===== src/sv/assert_macros.svh =====
// Assertion macros used by the packer top level.
// Depends on nothing; users provide clk and rst_n in scope.
`ifndef ASSERT_MACROS_SVH
`define ASSERT_MACROS_SVH

// Same-cycle implication, disabled in reset.
`define ASSERT_IMPLY(lbl, cond, prop) \
    lbl: assert property (@(posedge clk) disable iff (!rst_n) (cond) |-> (prop)) \
        else $error("assertion failed");

// Next-cycle implication, disabled in reset.
`define ASSERT_NEXT(lbl, cond, prop) \
    lbl: assert property (@(posedge clk) disable iff (!rst_n) (cond) |=> (prop)) \
        else $error("assertion failed");

`endif


===== src/sv/qwbp_pkg.sv =====
// Shared types, constants and the exact single-to-half scale conversion
// for the quantized weight block packer. Depends on nothing.
package qwbp_pkg;

    localparam int BLOCK_ELEMENTS = 32;
    localparam int ELEM_W         = $clog2(BLOCK_ELEMENTS);
    localparam int PAYLOAD_BYTES  = 32;
    localparam int FRAME_BYTES    = PAYLOAD_BYTES + 2;
    localparam int REM_W          = $clog2(FRAME_BYTES + 1);
    localparam int FIFO_DEPTH     = 2;
    localparam int FIFO_PTR_W     = $clog2(FIFO_DEPTH);
    localparam int FIFO_CNT_W     = $clog2(FIFO_DEPTH + 1);

    localparam logic [1:0] PROF_Q4 = 2'd0;
    localparam logic [1:0] PROF_Q5 = 2'd1;
    localparam logic [1:0] PROF_Q8 = 2'd2;

    localparam logic [1:0] ST_OK    = 2'd0;
    localparam logic [1:0] ST_RANGE = 2'd1;
    localparam logic [1:0] ST_SCALE = 2'd2;

    localparam logic [1:0] CFG_PROFILE       = 2'd0;
    localparam logic [1:0] CFG_QUANT_BITS    = 2'd1;
    localparam logic [1:0] CFG_SIGNED_QUANTS = 2'd2;

    localparam logic [REM_W-1:0] Q4_BYTES = REM_W'(18);
    localparam logic [REM_W-1:0] Q5_BYTES = REM_W'(22);
    localparam logic [REM_W-1:0] Q8_BYTES = REM_W'(34);

    localparam logic [12:0] HALF_DROP_MASK = 13'h1fff;
    localparam logic [7:0]  EXP_MIN        = 8'd103;
    localparam logic [7:0]  EXP_MAX        = 8'd142;
    localparam logic [7:0]  EXP_NORMAL     = 8'd113;
    localparam logic [7:0]  EXP_REBIAS     = 8'd112;
    localparam logic [7:0]  EXP_SUB_BASE   = 8'd126;

    typedef struct packed {
        logic [1:0]  prof;
        logic [7:0]  val;
        logic        out_of_range;
        logic        exact;
        logic [15:0] half;
    } qwbp_item_t;

    // {exact, half}
    function automatic logic [16:0] f2h(input logic [31:0] b);
        logic [7:0]  e;
        logic [7:0]  ediff;
        logic [4:0]  sh;
        logic [23:0] m;
        logic [23:0] mask;
        logic [16:0] r;
        e     = b[30:23];
        ediff = 8'd0;
        sh    = 5'd0;
        m     = {1'b1, b[22:0]};
        mask  = 24'd0;
        r     = 17'd0;
        if (b[30:0] == 31'd0)
        begin
            r = {1'b1, b[31], 15'd0};
        end
        else if (e < EXP_MIN || e > EXP_MAX)
        begin
            r = 17'd0;
        end
        else if (e >= EXP_NORMAL)
        begin
            ediff = e - EXP_REBIAS;
            r = {(b[12:0] & HALF_DROP_MASK) == 13'd0, b[31], ediff[4:0], b[22:13]};
        end
        else
        begin
            ediff = EXP_SUB_BASE - e;
            sh    = ediff[4:0];
            mask  = (24'd1 << sh) - 24'd1;
            r = {(m & mask) == 24'd0, b[31], 15'(m >> sh)};
        end
        return r;
    endfunction

endpackage


===== src/sv/qwbp_front.sv =====
// Front end: configuration registers and item classification
// (offset value, range check, scale conversion). Uses qwbp_pkg.
module qwbp_front import qwbp_pkg::*; (
    input  logic        clk,
    input  logic        rst_n,
    input  logic        cfg_we,
    input  logic [1:0]  cfg_index,
    input  logic [3:0]  cfg_wdata,
    input  logic [7:0]  raw_quant,
    input  logic [15:0] zero_point,
    input  logic [31:0] scale_bits,
    output qwbp_item_t  item
);

    logic [1:0]  profile_reg;
    logic [3:0]  quant_bits_reg;
    logic        signed_quants_reg;
    logic [3:0]  qb_sat;
    logic [8:0]  raw_mask;
    logic [8:0]  raw_m;
    logic [8:0]  sign_wt;
    logic        neg;
    logic [16:0] q;
    logic        [1:0] prof;
    logic [16:0] conv;

    always_ff @(posedge clk or negedge rst_n)
    begin
        if (!rst_n)
        begin
            profile_reg       <= PROF_Q4;
            quant_bits_reg    <= 4'd4;
            signed_quants_reg <= 1'b0;
        end
        else if (cfg_we)
        begin
            unique case (cfg_index)
                CFG_PROFILE:       profile_reg       <= cfg_wdata[1:0];
                CFG_QUANT_BITS:    quant_bits_reg    <= cfg_wdata;
                CFG_SIGNED_QUANTS: signed_quants_reg <= cfg_wdata[0];
                default: ;
            endcase
        end
    end

    always_comb
    begin
        if (quant_bits_reg < 4'd2)
            qb_sat = 4'd2;
        else if (quant_bits_reg > 4'd8)
            qb_sat = 4'd8;
        else
            qb_sat = quant_bits_reg;
        sign_wt  = 9'd1 << qb_sat;
        raw_mask = sign_wt - 9'd1;
        raw_m    = {1'b0, raw_quant} & raw_mask;
        neg      = signed_quants_reg && raw_m[3'(qb_sat - 4'd1)];
        q        = {8'd0, raw_m} - (neg ? {8'd0, sign_wt} : 17'd0)
                   - {zero_point[15], zero_point};
        prof     = (profile_reg == 2'd3) ? PROF_Q8 : profile_reg;
        conv     = f2h(scale_bits);

        item.prof  = prof;
        item.exact = conv[16];
        item.half  = conv[15:0];
        unique case (prof)
            PROF_Q4:
            begin
                item.out_of_range = $signed(q) < -17'sd8 || $signed(q) > 17'sd7;
                item.val          = q[7:0] + 8'd8;
            end
            PROF_Q5:
            begin
                item.out_of_range = $signed(q) < -17'sd16 || $signed(q) > 17'sd15;
                item.val          = q[7:0] + 8'd16;
            end
            default:
            begin
                item.out_of_range = $signed(q) < -17'sd128 || $signed(q) > 17'sd127;
                item.val          = q[7:0];
            end
        endcase
    end

endmodule


===== src/sv/qwbp_fifo.sv =====
// Two-entry item queue between the front end and the packer.
// Uses qwbp_pkg for the item type and depth.
module qwbp_fifo import qwbp_pkg::*; (
    input  logic       clk,
    input  logic       rst_n,
    input  logic       wr,
    input  qwbp_item_t wr_item,
    output logic       full,
    input  logic       rd,
    output qwbp_item_t rd_item,
    output logic       empty
);

    qwbp_item_t              mem_reg [FIFO_DEPTH];
    logic [FIFO_PTR_W-1:0]   wr_ptr_reg;
    logic [FIFO_PTR_W-1:0]   rd_ptr_reg;
    logic [FIFO_CNT_W-1:0]   cnt_reg;
    logic                    do_wr;
    logic                    do_rd;

    assign full    = cnt_reg == FIFO_CNT_W'(FIFO_DEPTH);
    assign empty   = cnt_reg == '0;
    assign do_wr   = wr && !full;
    assign do_rd   = rd && !empty;
    assign rd_item = mem_reg[rd_ptr_reg];

    always_ff @(posedge clk or negedge rst_n)
    begin
        if (!rst_n)
        begin
            wr_ptr_reg <= '0;
            rd_ptr_reg <= '0;
            cnt_reg    <= '0;
        end
        else
        begin
            if (do_wr)
                wr_ptr_reg <= wr_ptr_reg + 1'b1;
            if (do_rd)
                rd_ptr_reg <= rd_ptr_reg + 1'b1;
            if (do_wr && !do_rd)
                cnt_reg <= cnt_reg + 1'b1;
            else if (do_rd && !do_wr)
                cnt_reg <= cnt_reg - 1'b1;
        end
    end

    always_ff @(posedge clk)
    begin
        if (do_wr)
            mem_reg[wr_ptr_reg] <= wr_item;
    end

endmodule


===== src/sv/qwbp_back.sv =====
// Back end: packs classified items into the block buffer, keeps the sticky
// status and block scale, and shifts finished blocks out. Uses qwbp_pkg.
module qwbp_back import qwbp_pkg::*; (
    input  logic        clk,
    input  logic        rst_n,
    input  qwbp_item_t  item,
    input  logic        item_valid,
    output logic        take,
    input  logic        pop,
    output logic        empty,
    output logic [7:0]  out_byte,
    output logic        block_last,
    output logic [1:0]  block_status
);

    logic [7:0]        pack_reg  [PAYLOAD_BYTES];
    logic [7:0]        pack_next [PAYLOAD_BYTES];
    logic [7:0]        upd       [PAYLOAD_BYTES];
    logic [7:0]        sh_reg    [FRAME_BYTES];
    logic [7:0]        sh_next   [FRAME_BYTES];
    logic [ELEM_W-1:0] count_reg;
    logic [ELEM_W-1:0] count_next;
    logic [15:0]       scale_reg;
    logic [15:0]       scale_next;
    logic [1:0]        sticky_reg;
    logic [1:0]        sticky_next;
    logic [1:0]        status_reg;
    logic [1:0]        status_next;
    logic [REM_W-1:0]  rem_reg;
    logic [REM_W-1:0]  rem_next;
    logic              last_elem;
    logic              load;
    logic              do_pop;
    logic [7:0]        nib;

    assign last_elem    = count_reg == ELEM_W'(BLOCK_ELEMENTS - 1);
    assign take         = item_valid && (!last_elem || rem_reg == '0);
    assign load         = take && last_elem;
    assign empty        = rem_reg == '0;
    assign do_pop       = pop && !empty;
    assign out_byte     = sh_reg[0];
    assign block_last   = rem_reg == REM_W'(1);
    assign block_status = status_reg;

    always_comb
    begin
        nib = count_reg[4] ? {item.val[3:0], 4'd0} : {4'd0, item.val[3:0]};
        for (int j = 0; j < PAYLOAD_BYTES; j++)
        begin
            upd[j] = pack_reg[j];
            unique case (item.prof)
                PROF_Q4:
                begin
                    if (j < 16 && count_reg[3:0] == 4'(j))
                        upd[j] = pack_reg[j] | nib;
                end
                PROF_Q5:
                begin
                    if (j >= 4 && j < 20 && count_reg[3:0] == 4'(j - 4))
                        upd[j] = pack_reg[j] | nib;
                    if (j < 4 && count_reg[4:3] == 2'(j))
                        upd[j] = pack_reg[j] | (8'(item.val[4]) << count_reg[2:0]);
                end
                default:
                begin
                    if (count_reg == ELEM_W'(j))
                        upd[j] = item.val;
                end
            endcase
        end

        sticky_next = sticky_reg;
        if (!item.exact)
            sticky_next = ST_SCALE;
        else if (item.out_of_range && sticky_reg == ST_OK)
            sticky_next = ST_RANGE;

        scale_next  = scale_reg;
        count_next  = count_reg;
        status_next = status_reg;
        rem_next    = rem_reg;
        pack_next   = pack_reg;
        sh_next     = sh_reg;

        if (do_pop)
        begin
            for (int k = 0; k < FRAME_BYTES - 1; k++)
                sh_next[k] = sh_reg[k + 1];
            sh_next[FRAME_BYTES - 1] = 8'd0;
            rem_next = rem_reg - 1'b1;
        end

        if (take)
        begin
            if (count_reg == '0)
                scale_next = item.exact ? item.half : 16'd0;
            count_next = count_reg + 1'b1;
            if (load)
            begin
                for (int j = 0; j < PAYLOAD_BYTES; j++)
                begin
                    pack_next[j]  = 8'd0;
                    sh_next[j + 2] = upd[j];
                end
                sh_next[0]  = scale_reg[7:0];
                sh_next[1]  = scale_reg[15:8];
                status_next = sticky_next;
                unique case (item.prof)
                    PROF_Q4: rem_next = Q4_BYTES;
                    PROF_Q5: rem_next = Q5_BYTES;
                    default: rem_next = Q8_BYTES;
                endcase
            end
            else
            begin
                pack_next = upd;
            end
        end
    end

    always_ff @(posedge clk or negedge rst_n)
    begin
        if (!rst_n)
        begin
            for (int j = 0; j < PAYLOAD_BYTES; j++)
                pack_reg[j] <= 8'd0;
            count_reg  <= '0;
            scale_reg  <= 16'd0;
            sticky_reg <= ST_OK;
            status_reg <= ST_OK;
            rem_reg    <= '0;
        end
        else
        begin
            pack_reg   <= pack_next;
            count_reg  <= count_next;
            scale_reg  <= scale_next;
            if (take)
                sticky_reg <= sticky_next;
            status_reg <= status_next;
            rem_reg    <= rem_next;
        end
    end

    always_ff @(posedge clk)
    begin
        sh_reg <= sh_next;
    end

endmodule


===== src/sv/quant_weight_block_packer_top.sv =====
// Quantized weight block packer: Q4_0 / Q5_0 / Q8_0 blocks of 32 weights.
// A block's first byte shows once its last item is taken from the queue and loaded
// into the output shift register, which waits until the previous block's last byte is popped.
// Throughput: one item per cycle; a block's last item waits until the previous block's
// bytes are all popped, which go out one per cycle while pop is high (18, 22 or 34).
// Reset clears the config to Q4_0, 4 bits, unsigned; buffer, count and status to 0.
`include "assert_macros.svh"

module quant_weight_block_packer_top import qwbp_pkg::*; (
    input  logic        clk,
    input  logic        rst_n,
    input  logic        cfg_we,
    input  logic [1:0]  cfg_index,
    input  logic [3:0]  cfg_wdata,
    input  logic        push,
    output logic        full,
    input  logic [7:0]  raw_quant,
    input  logic [15:0] zero_point,
    input  logic [31:0] scale_bits,
    input  logic        pop,
    output logic        empty,
    output logic [7:0]  out_byte,
    output logic        block_last,
    output logic [1:0]  block_status
);

    qwbp_item_t fr_item;
    qwbp_item_t q_item;
    logic       q_empty;
    logic       q_take;

    qwbp_front u_front (
        .clk        (clk),
        .rst_n      (rst_n),
        .cfg_we     (cfg_we),
        .cfg_index  (cfg_index),
        .cfg_wdata  (cfg_wdata),
        .raw_quant  (raw_quant),
        .zero_point (zero_point),
        .scale_bits (scale_bits),
        .item       (fr_item)
    );

    qwbp_fifo u_fifo (
        .clk     (clk),
        .rst_n   (rst_n),
        .wr      (push),
        .wr_item (fr_item),
        .full    (full),
        .rd      (q_take),
        .rd_item (q_item),
        .empty   (q_empty)
    );

    qwbp_back u_back (
        .clk          (clk),
        .rst_n        (rst_n),
        .item         (q_item),
        .item_valid   (!q_empty),
        .take         (q_take),
        .pop          (pop),
        .empty        (empty),
        .out_byte     (out_byte),
        .block_last   (block_last),
        .block_status (block_status)
    );

    `ASSERT_NEXT(a_last_drains, pop && !empty && block_last, empty)
    `ASSERT_NEXT(a_mid_block_stays, pop && !empty && !block_last, !empty)
    `ASSERT_NEXT(a_status_sticky, !empty && block_status != ST_OK, empty || block_status != ST_OK)

endmodule


===== config.mk =====
export PLATFORM = sky130hd
export DESIGN_NAME = quant_weight_block_packer_top
export DESIGN_NICKNAME = d
export VERILOG_FILES = /design/src/sv/qwbp_pkg.sv /design/src/sv/qwbp_front.sv /design/src/sv/qwbp_fifo.sv /design/src/sv/qwbp_back.sv /design/src/sv/quant_weight_block_packer_top.sv
export VERILOG_INCLUDE_DIRS = /design/src /design/src/sv
export SDC_FILE = /design/constraint.sdc
export NUM_CORES = 2
export LEC_CHECK = 0
export ABC_AREA = 1
export BUFFER_PORTS_ARGS = -buffer_cell sky130_fd_sc_hd__buf_2
export CAP_MARGIN = 10
export CORE_MARGIN = 2
export CORE_UTILIZATION = 50
export CTS_CLUSTER_DIAMETER = 200
export DETAILED_ROUTE_END_ITERATION = 8
export GPL_TIMING_DRIVEN = 0
export PLACE_DENSITY = 0.7
export SLEW_MARGIN = 20
export SYNTH_ARGS = -nofsm -noshare
export SYNTH_HDL_FRONTEND = slang
export SYNTH_HIERARCHICAL = 1
export SYNTH_SLANG_ARGS = --single-unit

===== constraint.sdc =====
create_clock -name clk -period 6.68 [get_ports clk]
set_clock_uncertainty 0.05 [all_clocks]
set_input_delay 1.002 -clock clk [delete_from_list [all_inputs] [get_ports clk]]
set_output_delay 1.002 -clock clk [all_outputs]
set_load 0.005 [all_outputs]

==> impl_metrics.yaml <==
clocking:
  root_buffer: "clkbuf_16"
  cts.htree.levels: 3
  insertion_delay_ns: 0.65
  clock_sinks: 626
  postCtsHoldBufs: 0
  clkTransAtPathRegs_ns: 0.06
  cts_buffers: 73
  clock_path_buffers: 3
  cts_tree: "done"
pwr:
  power_leakage_nw: 22.2
  peakVddDrop_uv: 370
  p_per_area_mw_per_mm2: 450
  finalPower_w: 0.0191
synth:
  ys_seq_area_share_pct: 38.6
  syn-num-nets: 6026
  synth_ff_type: "dfrtp_1"
  synth_edf_count: 56
  yosys.cell_types.count: 56
  synth-seq-cells: 626
  synthesis.area_sq_mm: 0.0378
  syn_avg_cell_area_sq_um: 6.40
  synth_top_area_share_pct: 30.1
  yosysTopAreaCell: "nand2_1"
  async_flop_share_pct: 47.6
  synthCells: 5903
  yosys_warnings: 6
  synth_area_leaders: "nand2_1, dfrtp_1, dfxtp_1"
critical_path:
  max_stage_delay_ns: 0.57
  reg2regPathDepth: 41
  start_kind: "flip-flop"
  worstReg2RegStart: "u_front/quant_bits_reg[2]"
  crit_type: "reg2reg"
  cp_slowest_cell: "dfstp_2"
  cp_max_fo: 7
  r2r_slack_ns: 0.40
  regToRegEndpoint: "u_fifo/mem_reg[1][17]"
  required_ns: 6.99
  crit_top_cell: "nand2_1"
  endpoint_kind: "flip-flop"
  worstPathArrival_ns: 6.59
timing:
  fmax_ghz: 0.159
  worst_pin_slew_ns: 1.12
  slew_headroom_pct: 25.5
  slew_viol_final: 0
  setup_viol: 0
  final_hold_viol_count: 0
  fin_crit_ns: 6.28
  fin_crit_sh_pct: 94.0
finish:
  fin_cells: 7102
  largest_reg_flops: 264
  utilization_pct: 56.7
  final_cell_mix: "nand2_1, nand3_1, inv_1"
  num-nets-final: 6194
  area.growth.synth_to_final_pct: 12.0
  drive_gt1_share_pct: 9.80
  final_common_cell: "nand2_1"
placed_design:
  dp.cells: 6955
  place.gp.congestion: 1.04
  portBuffers: 79
  hpwl_microns: 109000
route:
  wl_microns: 145000
  wl_met1_microns: 60700
  ant_nets: 0
  wl_met2_microns: 63200
  via_per_inst: 5.57
  top_layer: "met5"
  vias: 39572
  drt_iter0_drc: 4573
  drcViolationCount: 0
  route.met3.wl_microns: 13400
  wire_per_inst_microns: 20.5
  first_pass_iters: 7
global_route:
  grt_max_degree: 92
  grt-ovfl-total: 0
  grt_pass1_vias: 36652
  grt_use_total_pct: 36.9
  grt_pass1_wl_microns: 219000
  antenna_found_initial: 6
floorplan:
  die_area_sq_mm: 0.0778
  ios: 80
  die_x_microns: 279
  design.core.area_sq_mm: 0.0747
  fp.dieH_microns: 279
  floorplan.initialDensity_pct: 50.6
  rows: 100
run:
  cap_violations: 0
hold_path:
  hold_path.class: "in2async"
run_status:
  status: "finished, final reports clean"
[report_power, final]
part	total, W	internal (W)	switching, W
logic	0.00925	0.00248	0.00677
clock network	0.00412	0.00239	0.00173
registers	0.00569	0.00501	0.000676
total	0.0191	0.00989	0.00918
[worst max-delay path: cells and delay by family, from the launching register on]
family,cells,cell delay [ns]
fa+ha+maj,3,0.93
flops,1,0.57
simple gates,22,2.42
compound gates,9,1.32
buf+inv,7,0.70
[through the flow]
| step | setup TNS, ns | area (sq um) | hold slack (ns) | setup slack [ns] |
|---|---|---|---|---|
| 6_report | 0 | 42300 | 0.205 | 0.401 |
| 2_1_floorplan | 0 | 37800 | 0.386 | 0.557 |
| 3_5_place_dp | -1.54 | 39500 | 0.403 | -0.726 |
| 4_1_cts | 0 | 42000 | 0.192 | 0.00165 |
| 3_3_place_gp | -511.51 | 39400 | 0.399 | -1.77 |
| 5_1_grt | -0.167 | 42300 | 0.216 | -0.0835 |
[worst max path at each step]
stage	end	from	slack (ns)	cells past startpoint
2_1_floorplan	u_fifo/mem_reg[0][17]	u_front/quant_bits_reg[2]	0.56	37
3_3_place_gp	u_back/pack_reg[152]	rst_n	-1.77	1
3_5_place_dp	u_fifo/mem_reg[1][17]	u_front/quant_bits_reg[2]	-0.73	37
4_1_cts	u_fifo/mem_reg[1][17]	u_front/quant_bits_reg[3]	0.002	38
5_1_grt	u_fifo/mem_reg[1][17]	u_front/quant_bits_reg[2]	-0.08	39
6_report	u_fifo/mem_reg[1][17]	u_front/quant_bits_reg[2]	0.40	41
[routing by layer]
metal	up-vias	track usage, %
met5	-	0
met1	18333	49.4
met2	1876	56.7
met3	411	7.15
li1	18946	-
met4	6	19.0
[logic make-up after synthesis]
| family | count (synthesis) | synth area share [%] |
|---|---|---|
| fa+ha+maj | 56 | 1.89 |
| simple gates | 3954 | 43.1 |
| compound gates | 504 | 7.25 |
| buf+inv | 735 | 8.52 |
| xor+xnor | 23 | 0.533 |
| flops | 626 | 38.6 |
| mux | 5 | 0.132 |
[cell usage after synthesis (all sizes together) (4+ instances only)]
| cell type | count |
|---|---|
| dfrtp | 297 |
| xor2 | 15 |
| or2 | 6 |
| mux2i | 5 |
| o211ai | 19 |
| o22ai | 28 |
| nand3b | 8 |
| clkbuf | 106 |
| a221oi | 4 |
| inv | 393 |
| ha | 54 |
| nand2 | 3051 |
| nand4 | 75 |
| xnor2 | 8 |
| a21oi | 83 |
| edfxtp | 56 |
| nor3 | 11 |
| buf | 230 |
| clkinv | 6 |
| a21boi | 6 |
| nand3 | 547 |
| a211oi | 4 |
| nor2 | 251 |
| nor4 | 4 |
| o21ai | 337 |
| o21bai | 9 |
| dfxtp | 272 |
[area by class of cell]
cell class / instances / area [sq um]
Buffer: 336 / 1720
Clock buffer: 103 / 2110
Clock inverter: 32 / 365
Fill cell: 7372 / 32400
Sequential cell: 626 / 14600
Tap cell: 969 / 1210
Antenna cell: 2 / 5.00
Inverter: 399 / 1510
Multi-Input combinational cell: 4542 / 20200
Timing Repair Buffer: 93 / 591
[what timing repair did]
item / in CTS / in global routing
pin swaps: 1 / 14
gates resized for setup: 8 / 57
gates cloned: 0 / 0
setup endpoints to repair: 6 / 6
buffers inserted: 1 / 9
(Power assumes the default switching activity.)
